File: config.mk
export PLATFORM = sky130hd
export DESIGN_NAME = rcflh_blend
export DESIGN_NICKNAME = d
export VERILOG_FILES = /design/src/rtl/rcflh_pkg.sv /design/src/rtl/rcflh_blend.sv
export SDC_FILE = /design/constraint.sdc
export NUM_CORES = 1
export LEC_CHECK = 0
export BUFFER_PORTS_ARGS = -buffer_cell sky130_fd_sc_hd__clkbuf_2
export CAP_MARGIN = 20
export CORE_MARGIN = 1.5
export CORE_UTILIZATION = 60
export DETAILED_ROUTE_END_ITERATION = 16
export PLACE_DENSITY_LB_ADDON = 0.3
export SLEW_MARGIN = 20
export SYNTH_ARGS = -nofsm -noshare
export SYNTH_HDL_FRONTEND = slang
export SYNTH_SLANG_ARGS = --single-unit
File: constraint.sdc
create_clock -name clk -period 5.96 [get_ports clk]
set_input_delay 1.49 -clock clk [delete_from_list [all_inputs] [get_ports clk]]
set_output_delay 1.49 -clock clk [all_outputs]
set_load 0.05 [all_outputs]
File: src/rtl/rcflh_pkg.sv
// ----------------------------------------------------------------------------
// rcflh_pkg
// Shared types, constants and helper functions for the random color fader
// with LED history.
// ----------------------------------------------------------------------------
package rcflh_pkg;

	// history store geometry
	localparam int LED_DEPTH = 256;
	localparam int HIST_AW   = $clog2(LED_DEPTH);

	// color and fade widths
	localparam int CH_W    = 8;
	localparam int NUM_CH  = 3;
	localparam int COLOR_W = CH_W * NUM_CH;
	localparam int FADE_W  = 8;
	localparam int SPAN_W  = FADE_W + 1;
	localparam int NUM_W   = 2 * CH_W;
	localparam int FIELD_W = 5;

	// noise shift register
	localparam int                LFSR_W    = 16;
	localparam logic [LFSR_W-1:0] LFSR_SEED = 16'hbeef;

	// fade register reset value
	localparam logic [FADE_W-1:0] FADE_STEPS_RST = 8'd63;

	// divider: one quotient bit per step, quotient always fits a channel
	localparam int DIV_STEPS = CH_W;
	localparam int DIV_CW    = $clog2(DIV_STEPS);

	// request codes
	typedef enum logic [1:0] {
		REQ_ENTROPY = 2'd0,
		REQ_FRAME   = 2'd1,
		REQ_READ    = 2'd2,
		REQ_NONE    = 2'd3
	} req_t;

	// request from the sequencer to the blend unit
	typedef struct packed {
		logic                 start;
		logic [SPAN_W-1:0]    span;
		logic [FADE_W-1:0]    pos;
		logic [COLOR_W-1:0]   from_color;
		logic [COLOR_W-1:0]   to_color;
	} blend_req_t;

	// one LFSR step, taps at bits 0, 2, 3 and 5, feedback into the top bit
	function automatic logic [LFSR_W-1:0] lfsr_advance(input logic [LFSR_W-1:0] v);
		logic fb;
		fb = v[0] ^ v[2] ^ v[3] ^ v[5];
		return {fb, v[LFSR_W-1:1]};
	endfunction

	// (f*8)^2 >> 8 reduces to f^2 >> 2
	function automatic logic [CH_W-1:0] gamma_field(input logic [FIELD_W-1:0] f);
		logic [2*FIELD_W-1:0] sq;
		sq = f * f;
		return sq[2*FIELD_W-1:2];
	endfunction

endpackage

File: src/rtl/rcflh_blend.sv
// ----------------------------------------------------------------------------
// rcflh_blend
// Linear interpolation of three color channels: a registered weighted-product
// step, then a restoring divide by the span, one quotient bit per cycle
// in three parallel lanes.
// ----------------------------------------------------------------------------
module rcflh_blend (
	input  logic                          clk,
	input  logic                          arst_n,
	input  rcflh_pkg::blend_req_t         req,
	output logic                          done,
	output logic [rcflh_pkg::COLOR_W-1:0] color
);

	typedef enum logic [2:0] {
		B_IDLE = 3'b001,
		B_MUL  = 3'b010,
		B_DIV  = 3'b100
	} blend_state_t;

	blend_state_t state_q;
	logic [rcflh_pkg::DIV_CW-1:0] cnt_q;
	logic                         done_q;

	// per-lane partial remainder and dividend/quotient shift register
	logic [rcflh_pkg::SPAN_W-1:0] rem_q  [rcflh_pkg::NUM_CH];
	logic [rcflh_pkg::CH_W-1:0]   quo_q  [rcflh_pkg::NUM_CH];
	logic [rcflh_pkg::SPAN_W-1:0] rem_mul [rcflh_pkg::NUM_CH];
	logic [rcflh_pkg::CH_W-1:0]   quo_mul [rcflh_pkg::NUM_CH];
	logic [rcflh_pkg::SPAN_W-1:0] rem_div [rcflh_pkg::NUM_CH];
	logic [rcflh_pkg::CH_W-1:0]   quo_div [rcflh_pkg::NUM_CH];

	// weighted sum per lane: from*(span-pos) + to*pos
	always_comb begin
		logic [rcflh_pkg::SPAN_W-1:0] wfrom;
		logic [rcflh_pkg::CH_W-1:0]   a;
		logic [rcflh_pkg::CH_W-1:0]   b;
		logic [rcflh_pkg::NUM_W:0]    num;
		wfrom = req.span - rcflh_pkg::SPAN_W'(req.pos);
		for (int l = 0; l < rcflh_pkg::NUM_CH; l++) begin
			a = req.from_color[(rcflh_pkg::NUM_CH-1-l)*rcflh_pkg::CH_W +: rcflh_pkg::CH_W];
			b = req.to_color[(rcflh_pkg::NUM_CH-1-l)*rcflh_pkg::CH_W +: rcflh_pkg::CH_W];
			num = (rcflh_pkg::NUM_W+1)'(a) * (rcflh_pkg::NUM_W+1)'(wfrom)
			    + (rcflh_pkg::NUM_W+1)'(b) * (rcflh_pkg::NUM_W+1)'(req.pos);
			// sum stays below 256*span, so its upper byte is already below span
			rem_mul[l] = rcflh_pkg::SPAN_W'(num[rcflh_pkg::NUM_W-1:rcflh_pkg::CH_W]);
			quo_mul[l] = num[rcflh_pkg::CH_W-1:0];
		end
	end

	// one restoring divide step per lane
	always_comb begin
		logic [rcflh_pkg::SPAN_W:0] trial;
		logic                       ge;
		for (int l = 0; l < rcflh_pkg::NUM_CH; l++) begin
			trial = {rem_q[l], quo_q[l][rcflh_pkg::CH_W-1]};
			ge    = trial >= {1'b0, req.span};
			rem_div[l] = ge ? rcflh_pkg::SPAN_W'(trial - {1'b0, req.span})
			                : trial[rcflh_pkg::SPAN_W-1:0];
			quo_div[l] = {quo_q[l][rcflh_pkg::CH_W-2:0], ge};
		end
	end

	// sequencer
	always_ff @(posedge clk or negedge arst_n) begin
		if (!arst_n) begin
			state_q <= B_IDLE;
			cnt_q   <= '0;
			done_q  <= 1'b0;
		end else begin
			done_q <= 1'b0;
			case (state_q)
				B_IDLE: begin
					if (req.start) begin
						state_q <= B_MUL;
					end
				end
				B_MUL: begin
					cnt_q   <= '0;
					state_q <= B_DIV;
				end
				B_DIV: begin
					cnt_q <= cnt_q + 1'b1;
					if (cnt_q == rcflh_pkg::DIV_CW'(rcflh_pkg::DIV_STEPS - 1)) begin
						state_q <= B_IDLE;
						done_q  <= 1'b1;
					end
				end
				default: begin
					state_q <= B_IDLE;
				end
			endcase
		end
	end

	// lane datapath
	always_ff @(posedge clk) begin
		for (int l = 0; l < rcflh_pkg::NUM_CH; l++) begin
			if (state_q == B_MUL) begin
				rem_q[l] <= rem_mul[l];
				quo_q[l] <= quo_mul[l];
			end else if (state_q == B_DIV) begin
				rem_q[l] <= rem_div[l];
				quo_q[l] <= quo_div[l];
			end
		end
	end

	assign done  = done_q;
	assign color = {quo_q[0], quo_q[1], quo_q[2]};

endmodule

==> flow_metrics.py, run 1 <==
metrics = {
    "die": {
        "pin_count": 93,
        "rows": 62,
        "start_util_pct": 61.13,
        "dieHeight_microns": 174.5,
        "die-area_sq_mm": 0.03044,
        "die_w_microns": 174.5,
        "core_region_area_sq_mm": 0.02886,
    },
    "synthesis": {
        "yosys_warnings": 0,
        "netlist_instances": 1958,
        "syn_avg_cell_area_sq_um": 9.010,
        "syn_area_sq_mm": 0.01764,
        "seq_area_frac_synth_pct": 9.681,
        "synth_seq_cells": 58,
        "synth-edff-count": 51,
        "synth_flop_cell": "edfxtp_1",
        "syn_nets": 2560,
        "synth_cell_types": 58,
        "synthArstFlopShare_pct": 12.07,
    },
    "sta": {
        "slew-limit-headroom_pct": 40.54,
        "max_freq_ghz": 0.1305,
        "drv_slew": 0,
        "setup_viol": 36,
        "hold_viol": 0,
        "rsz0062_at_grt": "true",
        "worst_slack_ps": -1700,
        "skew_ps": 12.63,
        "finalSetupTns_ps": -44600,
        "worst_hold_slack_ps": 482.7,
        "fin_crit_sh_pct": 128.5,
        "period_minus_slack_ps": 7660,
        "worst_pin_slew_ps": 890.8,
    },
    "layout": {
        "final_cells": 2637,
        "drive_above_1_share_pct": 24.63,
        "antenna_cells": 0,
        "final_nets": 2850,
        "seqCellArea_sq_mm": 0.001708,
        "layout_commonest_cell": "inv_1",
        "layout_common_cells": "inv_1 (422), fa_1 (294), buf_4 (201)",
        "multiInputGateArea_sq_mm": 0.01523,
        "nFillCells": 1965,
        "syn2layout_area_growth_pct": 24.05,
    },
    "clock_network": {
        "clock-sinks": 58,
        "cts_tree": "built",
        "htree_levels": 3,
        "clock_latency_ps": 350,
        "clk_path_buf_depth": 2,
        "cts_root_buf": "clkbuf_16",
        "cts_made_buffers": 9,
        "clk_pin_slew_ps": 50,
    },
    "placed_design": {
        "dp.cells": 2590,
        "io_buffer_count": 92,
        "routabilityCongestion": 0.9062,
        "dp_hpwl_microns": 38100,
    },
    "worst_setup_path": {
        "r2r_setup_slack_ps": 3130,
        "crit_arrival_ps": 7720,
        "ff2ff_path_depth": 10,
        "slowest_delay_ps": 540,
        "timing.rr.start": "quo_q[0][7]",
        "critPathLaunchType": "primary input",
        "cp_max_fo": 6,
        "cp-end-kind": "flip-flop",
        "r2r_end": "rem_q[0][3]",
        "worstPathRequired_ps": 6020,
        "crit_top_cell": "inv_2",
        "criticalPathCategory": "primary input to flip-flop",
        "crit_slowest_cell": "fa_2",
    },
    "route": {
        "post_drt_wl_per_cell_microns": 18.06,
        "dr.pass1.iters": 5,
        "ant_nets": 0,
        "viasPerCell": 5.457,
        "routed_wl_microns": 47620,
        "drc": 0,
        "drtIter0Drc": 1097,
        "via_count": 14390,
    },
    "global_routing": {
        "grt_use_total_pct": 32.46,
        "gr-total-overflow": 0,
        "grt_max_degree": 63,
        "grt_pass1_wl_microns": 77650,
        "grt_pass1_vias": 15450,
        "grt_antenna_before_repair": 0,
    },
    "hold_path": {
        "min_to": "state_q[1]",
        "holdPathStages": 1,
        "worstHoldStart": "state_q[2]",
        "hp-class": "flip-flop to flip-flop",
    },
    "status": {
        "outcome": "finished, violations left",
        "violations": "setup timing",
    },
    "flow_run": {
        "cap_violations": 0,
    },
}
## repair_timing
| item | in CTS | in global routing |
|---|---|---|
| hold buffers | 0 | 0 |
| endpoints found under the hold margin | 0 | 0 |
| resized for setup | 115 | 68 |
| pin swaps | 90 | 76 |
| setup buffers | 20 | 13 |
| endpoints found under the setup margin | 36 | 36 |
| gates cloned | 1 | 1 |
## worst max-delay path: cells and delay by family
family	cells	cell delay (ps)
compound gates	6	1200
buf+inv	7	640
mux	1	100
simple gates	5	580
xor+xnor	2	310
fa+ha+maj	8	3380
## worst max path at each step
stage / start / end / slack, ps / cells after the start
after floorplan: req[49] / rem_q[1][6] / -1670 / 29
after detailed placement: req[49] / rem_q[0][7] / -2180 / 27
after global routing: req[57] / rem_q[0][5] / -1910 / 30
final: req[57] / rem_q[0][7] / -1700 / 29
after global placement: req[49] / rem_q[0][7] / -2130 / 27
after CTS: req[49] / rem_q[2][6] / -1600 / 29
## final cells by class
class,count,area share (%)
Clock inverter,7,0.3144
Inverter,452,7.838
Multi-Input combinational cell,1399,69.58
Clock buffer,9,1.029
Tap cell,384,2.195
Timing Repair Buffer,328,11.23
Sequential cell,58,7.804
## cells by family after synthesis
| logic type | Yosys count | share of synthesized area (%) |
|---|---|---|
| AOI/OAI and AO/OA | 177 | 6.227 |
| xor gates and xnor gates | 73 | 3.709 |
| adders and majority gates | 534 | 50.94 |
| buffers and inverters | 501 | 10.67 |
| DFF | 58 | 9.681 |
| muxes | 19 | 1.092 |
| and+or+nand+nor | 596 | 17.68 |
## through the flow
stage          util, %  setup WS (ps)  cell area [sq um]
6_report         75.84          -1700              21880
5_1_grt          75.84          -1907              21880
4_1_cts          74.41          -1600              21470
3_5_place_dp     71.23          -2181              20560
3_3_place_gp     71.23          -2126              20560
2_1_floorplan        -          -1670              18270
## registers in the layout (all words and copies together) (netlist names)
name / count
rem_q: 27
quo_q: 24
cnt_q: 3
state_q: 3
done: 1
## metal layers
layer | vias to the layer above | routed length (microns) | share of wire [%] | GRT usage (%)
li1 | 6583 | - | - | -
met1 | 7180 | 20610 | 43 | 45.79
met2 | 540 | 22250 | 47 | 52.41
met3 | 87 | 3479 | 7.3 | 4.659
met4 | 0 | 1289 | 2.7 | 9.195
met5 | - | 0 | 0 | 0
## Yosys cell counts (2+ instances only)
master	number	area [sq um]
edfxtp_1	51	1531
inv_1	452	1697
o211ai_1	7	52.55
nor3b_1	2	15.01
buf_2	2	10.01
nand4_1	6	37.54
nor4_1	3	18.77
and2_1	214	1339
nor3_1	14	70.07
a22o_1	2	17.52
a21oi_1	48	240.2
nor2_1	39	146.4
a21o_1	18	135.1
ha_1	227	2840
nand2_1	205	769.5
nor2b_1	56	350.3
o21ai_0	49	245.2
o21a_1	5	37.54
xor2_1	23	201.4
a22oi_1	2	15.01
a31oi_1	6	37.54
fa_1	307	6146
xnor2_2	2	32.53
nand3_1	4	20.02
or3_1	6	37.54
dfrtp_1	6	150.1
nand2b_1	22	137.6
o21ai_1	8	40.04
and3_4	2	22.52
and3_1	15	93.84
a211oi_1	8	60.06
a21boi_0	2	15.01
o21bai_1	6	45.04
mux2i_1	17	170.2
o311ai_0	2	17.52
a211o_1	3	26.28
clkbuf_1	47	176.4
xnor2_1	48	420.4
or2_2	3	18.77
Power of run 1 is left out: the tool's default activity adds up to more than one toggle a clock period on the data nets, which glitch-free logic cannot reach.
==> run 2, diff against run 1 <==
Settings changed: MAX_ROUTING_LAYER from default to met4.
==> run 2 against run 1 <==
The run still ends with setup timing left. Maximum frequency up 0.90%. Routed wire length up 2.4%. Cell count increased by 1.2%. Die area unchanged. Critical path depth unchanged. Worst hold slack got worse by 4.7 ps. Core utilization rose by 1.3 points. Non-clock buffer count rose by 32. Clock skew down 7.9 ps. Global-route usage grew 0.87 points. Critical path type unchanged. Highest routed layer unchanged.
==> flow_metrics.py, run 2 (synthesized netlist as in run 1, its figures left out) <==
metrics = {
    "clock_network": {
        "clk_pin_slew_ps": 50,
        "htree_levels": 3,
        "cts_root_buf": "clkbuf_16",
        "clk_path_buf_depth": 2,
        "holdBufCountCts": 0,
        "clock-sinks": 58,
        "cts_made_buffers": 9,
        "clock_latency_ps": 340,
        "cts_tree": "built",
    },
    "die": {
        "rows": 62,
        "pin_count": 93,
        "core_region_area_sq_mm": 0.02886,
        "start_util_pct": 61.13,
        "die_w_microns": 174.5,
        "die-area_sq_mm": 0.03044,
        "dieHeight_microns": 174.5,
    },
    "sta": {
        "period_minus_slack_ps": 7592,
        "worst_hold_slack_ps": 478.0,
        "rsz0062_at_grt": "true",
        "max_freq_ghz": 0.1317,
        "skew_ps": 4.766,
        "hold_viol": 0,
        "worst_slack_ps": -1632,
        "drv_slew": 0,
        "setup_viol": 36,
        "worst_pin_slew_ps": 895.2,
        "slew-limit-headroom_pct": 40.32,
        "fin_crit_sh_pct": 127.4,
    },
    "global_routing": {
        "grt_antenna_before_repair": 0,
        "grt_use_total_pct": 33.33,
        "grt_max_degree": 63,
        "grt_pass1_wl_microns": 77450,
        "gr-total-overflow": 0,
        "grt_pass1_vias": 15500,
    },
    "hold_path": {
        "worstHoldStart": "state_q[2]",
        "hp-class": "flip-flop to flip-flop",
        "min_to": "state_q[1]",
        "holdPathStages": 1,
    },
    "layout": {
        "layout_common_cells": "inv_1 (418), fa_1 (296), buf_4 (226)",
        "multiInputGateArea_sq_mm": 0.01525,
        "drive_above_1_share_pct": 26.00,
        "fin_util_pct": 77.10,
        "reg_top3": "rem_q: 27 flops, quo_q: 24 flops",
        "largest_register_ffs": 27,
        "seqCellArea_sq_mm": 0.001708,
        "final_nets": 2882,
        "nFillCells": 1939,
        "syn2layout_area_growth_pct": 26.11,
        "antenna_cells": 0,
        "largest-register": "rem_q",
        "layout_commonest_cell": "inv_1",
        "final_cells": 2669,
    },
    "route": {
        "drtIter0Drc": 1007,
        "via_count": 14640,
        "ant_nets": 0,
        "routed_wl_microns": 48770,
        "drc": 0,
        "dr.pass1.iters": 5,
        "viasPerCell": 5.486,
        "post_drt_wl_per_cell_microns": 18.27,
    },
    "worst_setup_path": {
        "crit_arrival_ps": 7660,
        "cp-end-kind": "flip-flop",
        "timing.rr.start": "quo_q[0][7]",
        "critPathLaunchType": "primary input",
        "crit_slowest_cell": "fa_1",
        "crit_top_cell": "fa_1",
        "r2r_end": "rem_q[0][2]",
        "cp_top_family": "adder cells",
        "ff2ff_path_depth": 11,
        "cp.buffers_inverters": 7,
        "cp_max_fo": 6,
        "worstPathRequired_ps": 6030,
        "criticalPathCategory": "primary input to flip-flop",
        "r2r_setup_slack_ps": 3190,
        "slowest_delay_ps": 560,
    },
    "placed_design": {
        "preCtsSetupSlack_ps": -2179,
        "dp_hpwl_microns": 38340,
        "routabilityCongestion": 0.9405,
        "io_buffer_count": 92,
        "dp.cells": 2595,
    },
    "flow_run": {
        "cap_violations": 0,
    },
    "status": {
        "violations": "setup timing",
        "outcome": "finished, violations left",
    },
}
==> run 2: metrics by stage <==
step	setup TNS, ps	instance area [sq um]
6_report	-43330	22250
5_1_grt	-49520	22250
4_1_cts	-42020	21530
3_5_place_dp	-63210	20590
3_3_place_gp	-60570	20590
2_1_floorplan	-40320	18270
==> run 2: worst reg2reg max path, delay by kind of cell, from the launching register on <==
kind                       cells  cell delay [ps]
buffers and inverters          1               70
DFF                            1              400
AOI/OAI and AO/OA              6              840
and+or+nand+nor                2              590
adders and majority gates      2              580
==> run 2: layout make-up <==
class / count / share of cell area, %
Multi-Input combinational cell: 1399 / 68.55
Sequential cell: 58 / 7.676
Clock inverter: 7 / 0.5624
Timing Repair Buffer: 360 / 12.34
Inverter: 452 / 7.699
Tap cell: 384 / 2.159
Clock buffer: 9 / 1.012
==> run 2: worst max path at each step <==
stage	end	slack, ps	startpoint	cells after the start
after floorplan	rem_q[1][6]	-1670	req[49]	29
after global placement	rem_q[1][6]	-2130	req[49]	26
after detailed placement	rem_q[0][7]	-2180	req[57]	26
after CTS	rem_q[0][6]	-1600	req[57]	28
after global routing	rem_q[0][5]	-1820	req[57]	30
final	rem_q[0][4]	-1630	req[49]	29
==> run 2: layer usage <==
metal  vias to the layer above  wire length [microns]  global-route usage, %
met5                         -                      0                      -
met3                       109                   3930                  4.790
met2                       578                  22970                  52.79
li1                       6634                      -                      -
met1                      7322                  20380                  44.84
met4                         0                   1487                  9.483
==> run 2: timing repair <==
item / 4_1_cts / 5_1_grt
hold endpoints to repair: 0 / 0
buffers inserted: 22 / 40
setup endpoints to repair: 36 / 36
resized for setup: 91 / 114
gates cloned: 1 / 1
pin swaps: 75 / 94
Power of run 2 is left out for the same reason.
==> run 3, diff against run 2 <==
Settings changed: CAP_MARGIN 20 to default, SETUP_SLACK_MARGIN from default to 0.5.
==> run 3 against run 2 <==
The flow still finishes with violations (setup timing). Via count is 0.75% lower. Sequential share of layout area about the same. Cell area shrank 0.39%. Routed wire length down 0.56%.
==> flow_metrics.py, run 3 (synthesized netlist as in run 1, its figures left out) <==
metrics = {
    "route": {
        "viasPerCell": 5.474,
        "via_count": 14530,
        "post_drt_wl_per_cell_microns": 18.27,
        "routed_wl_microns": 48500,
        "drc": 0,
        "ant_nets": 0,
        "dr.pass1.iters": 5,
        "drtIter0Drc": 1007,
    },
    "sta": {
        "max_freq_ghz": 0.1314,
        "worst_slack_ps": -1650,
        "hold_viol": 0,
        "worst_pin_slew_ps": 884.4,
        "slew-limit-headroom_pct": 40.97,
        "rsz0062_at_grt": "true",
        "period_minus_slack_ps": 7610,
        "fin_crit_sh_pct": 127.7,
        "skew_ps": 6.661,
        "drv_slew": 0,
        "setup_viol": 36,
    },
    "worst_setup_path": {
        "crit_top_cell": "fa_1",
        "critPathLaunchType": "primary input",
        "crit_slowest_cell": "fa_1",
        "cp_max_fo": 6,
        "crit_arrival_ps": 7660,
        "criticalPathCategory": "primary input to flip-flop",
        "worstPathRequired_ps": 6010,
        "slowest_delay_ps": 540,
        "cp-end-kind": "flip-flop",
    },
    "placed_design": {
        "routabilityCongestion": 0.9788,
        "placed_cell_area_sq_mm": 0.02064,
        "io_buffer_count": 92,
        "dp_hpwl_microns": 38250,
    },
    "global_routing": {
        "grt_use_total_pct": 33.42,
        "grt_pass1_vias": 15780,
        "grt_antenna_before_repair": 1,
        "gr-total-overflow": 0,
        "grt_max_degree": 63,
        "grt_pass1_wl_microns": 78140,
    },
    "layout": {
        "syn2layout_area_growth_pct": 25.62,
        "reg_top3": "rem_q: 27 flops, quo_q: 24 flops",
        "final_nets": 2867,
        "largest-register": "rem_q",
        "fin_area_sq_mm": 0.02216,
        "largest_register_ffs": 27,
        "layout_common_cells": "inv_1 (416), fa_1 (296), buf_4 (205)",
        "drive_above_1_share_pct": 25.51,
        "layout_commonest_cell": "inv_1",
    },
    "clock_network": {
        "clock_latency_ps": 340,
        "clock-sinks": 58,
        "cts_root_buf": "clkbuf_16",
        "cts_made_buffers": 9,
        "clk_pin_slew_ps": 50,
        "clk_path_buf_depth": 2,
        "htree_levels": 3,
        "cts_tree": "built",
    },
    "status": {
        "violations": "setup timing",
        "outcome": "finished, violations left",
    },
    "die": {
        "rows": 62,
        "pin_count": 93,
        "die_w_microns": 174.5,
        "dieHeight_microns": 174.5,
        "start_util_pct": 61.13,
        "core_region_area_sq_mm": 0.02886,
        "die-area_sq_mm": 0.03044,
    },
    "hold_path": {
        "hp-class": "flip-flop to flip-flop",
    },
    "flow_run": {
        "cap_violations": 0,
    },
}
==> run 3: cell count changes in the layout (fill, tap and decap cells not counted), moves of 3 or more <==
cell	delta
ha_4	+4
o21ai_0	+5
ha_1	-3
buf_4	-21
clkinv_2	+3
clkinv_4	-3
o21ai_1	-3
o21ai_2	-3
==> run 3: cell type report <==
type	instances	area, sq um
inverters	452	1713
flip-flops and latches	58	1708
repair buffers	345	2680
diodes	1	2.502
multi-input cells	1399	15280
clock buffers	9	225.2
fillers	1930	6696
clock inverters	7	68.82
well taps	384	480.5
==> run 3: routing by layer <==
layer | track usage, % | wire length, microns | up-vias
met5 | - | 0 | -
met4 | 7.328 | 1142 | 0
met3 | 5.709 | 3559 | 85
met2 | 53.62 | 22870 | 525
met1 | 44.66 | 20920 | 7309
li1 | - | - | 6614
==> run 3: worst paths after layout <==
check / start / cells past startpoint / end / slack [ps]
hold reg to reg: state_q[2] / 1 / state_q[1] / 470
min in group asynchronous: arst_n / 1 / cnt_q[2] / 980
hold / removal: state_q[2] / 1 / state_q[1] / 470
setup / recovery: req[56] / 29 / rem_q[2][6] / -1650
setup reg to reg: quo_q[2][7] / 11 / rem_q[2][6] / 3220
max in group asynchronous: arst_n / 1 / state_q[0] / 4740
==> run 3: worst max-delay path: cells and delay by family <==
kind                     cells  cell delay, ps
AO/OA/AOI/OAI                6             860
XOR/XNOR                     1             300
adder cells (fa/ha/maj)      9            3650
buffers and inverters        7             600
multiplexers                 1             240
AND/OR/NAND/NOR              5             500
==> run 3: stage by stage <==
stage | setup WS (ps) | std cells | hold slack (ps) | util (%) | TNS (ps)
after global routing | -1895 | 2655 | 500.6 | 76.80 | -51180
after global placement | -2185 | 2595 | 447.6 | 71.54 | -60510
final | -1650 | 2655 | 469.9 | 76.80 | -44420
after CTS | -1711 | 2633 | 467.2 | 74.77 | -44020
after floorplan | -1670 | 1958 | 436.2 | - | -40320
after detailed placement | -2242 | 2595 | 459.6 | 71.54 | -63620
==> run 3: repair_timing <==
action,4_1_cts,5_1_grt
setup buffers,22,19
pin swaps,90,101
endpoints found under the hold margin,0,0
cloned,0,2
hold buffers,0,0
gates resized for setup,102,97
endpoints found under the setup margin,39,39
Power of run 3 is left out for the same reason.
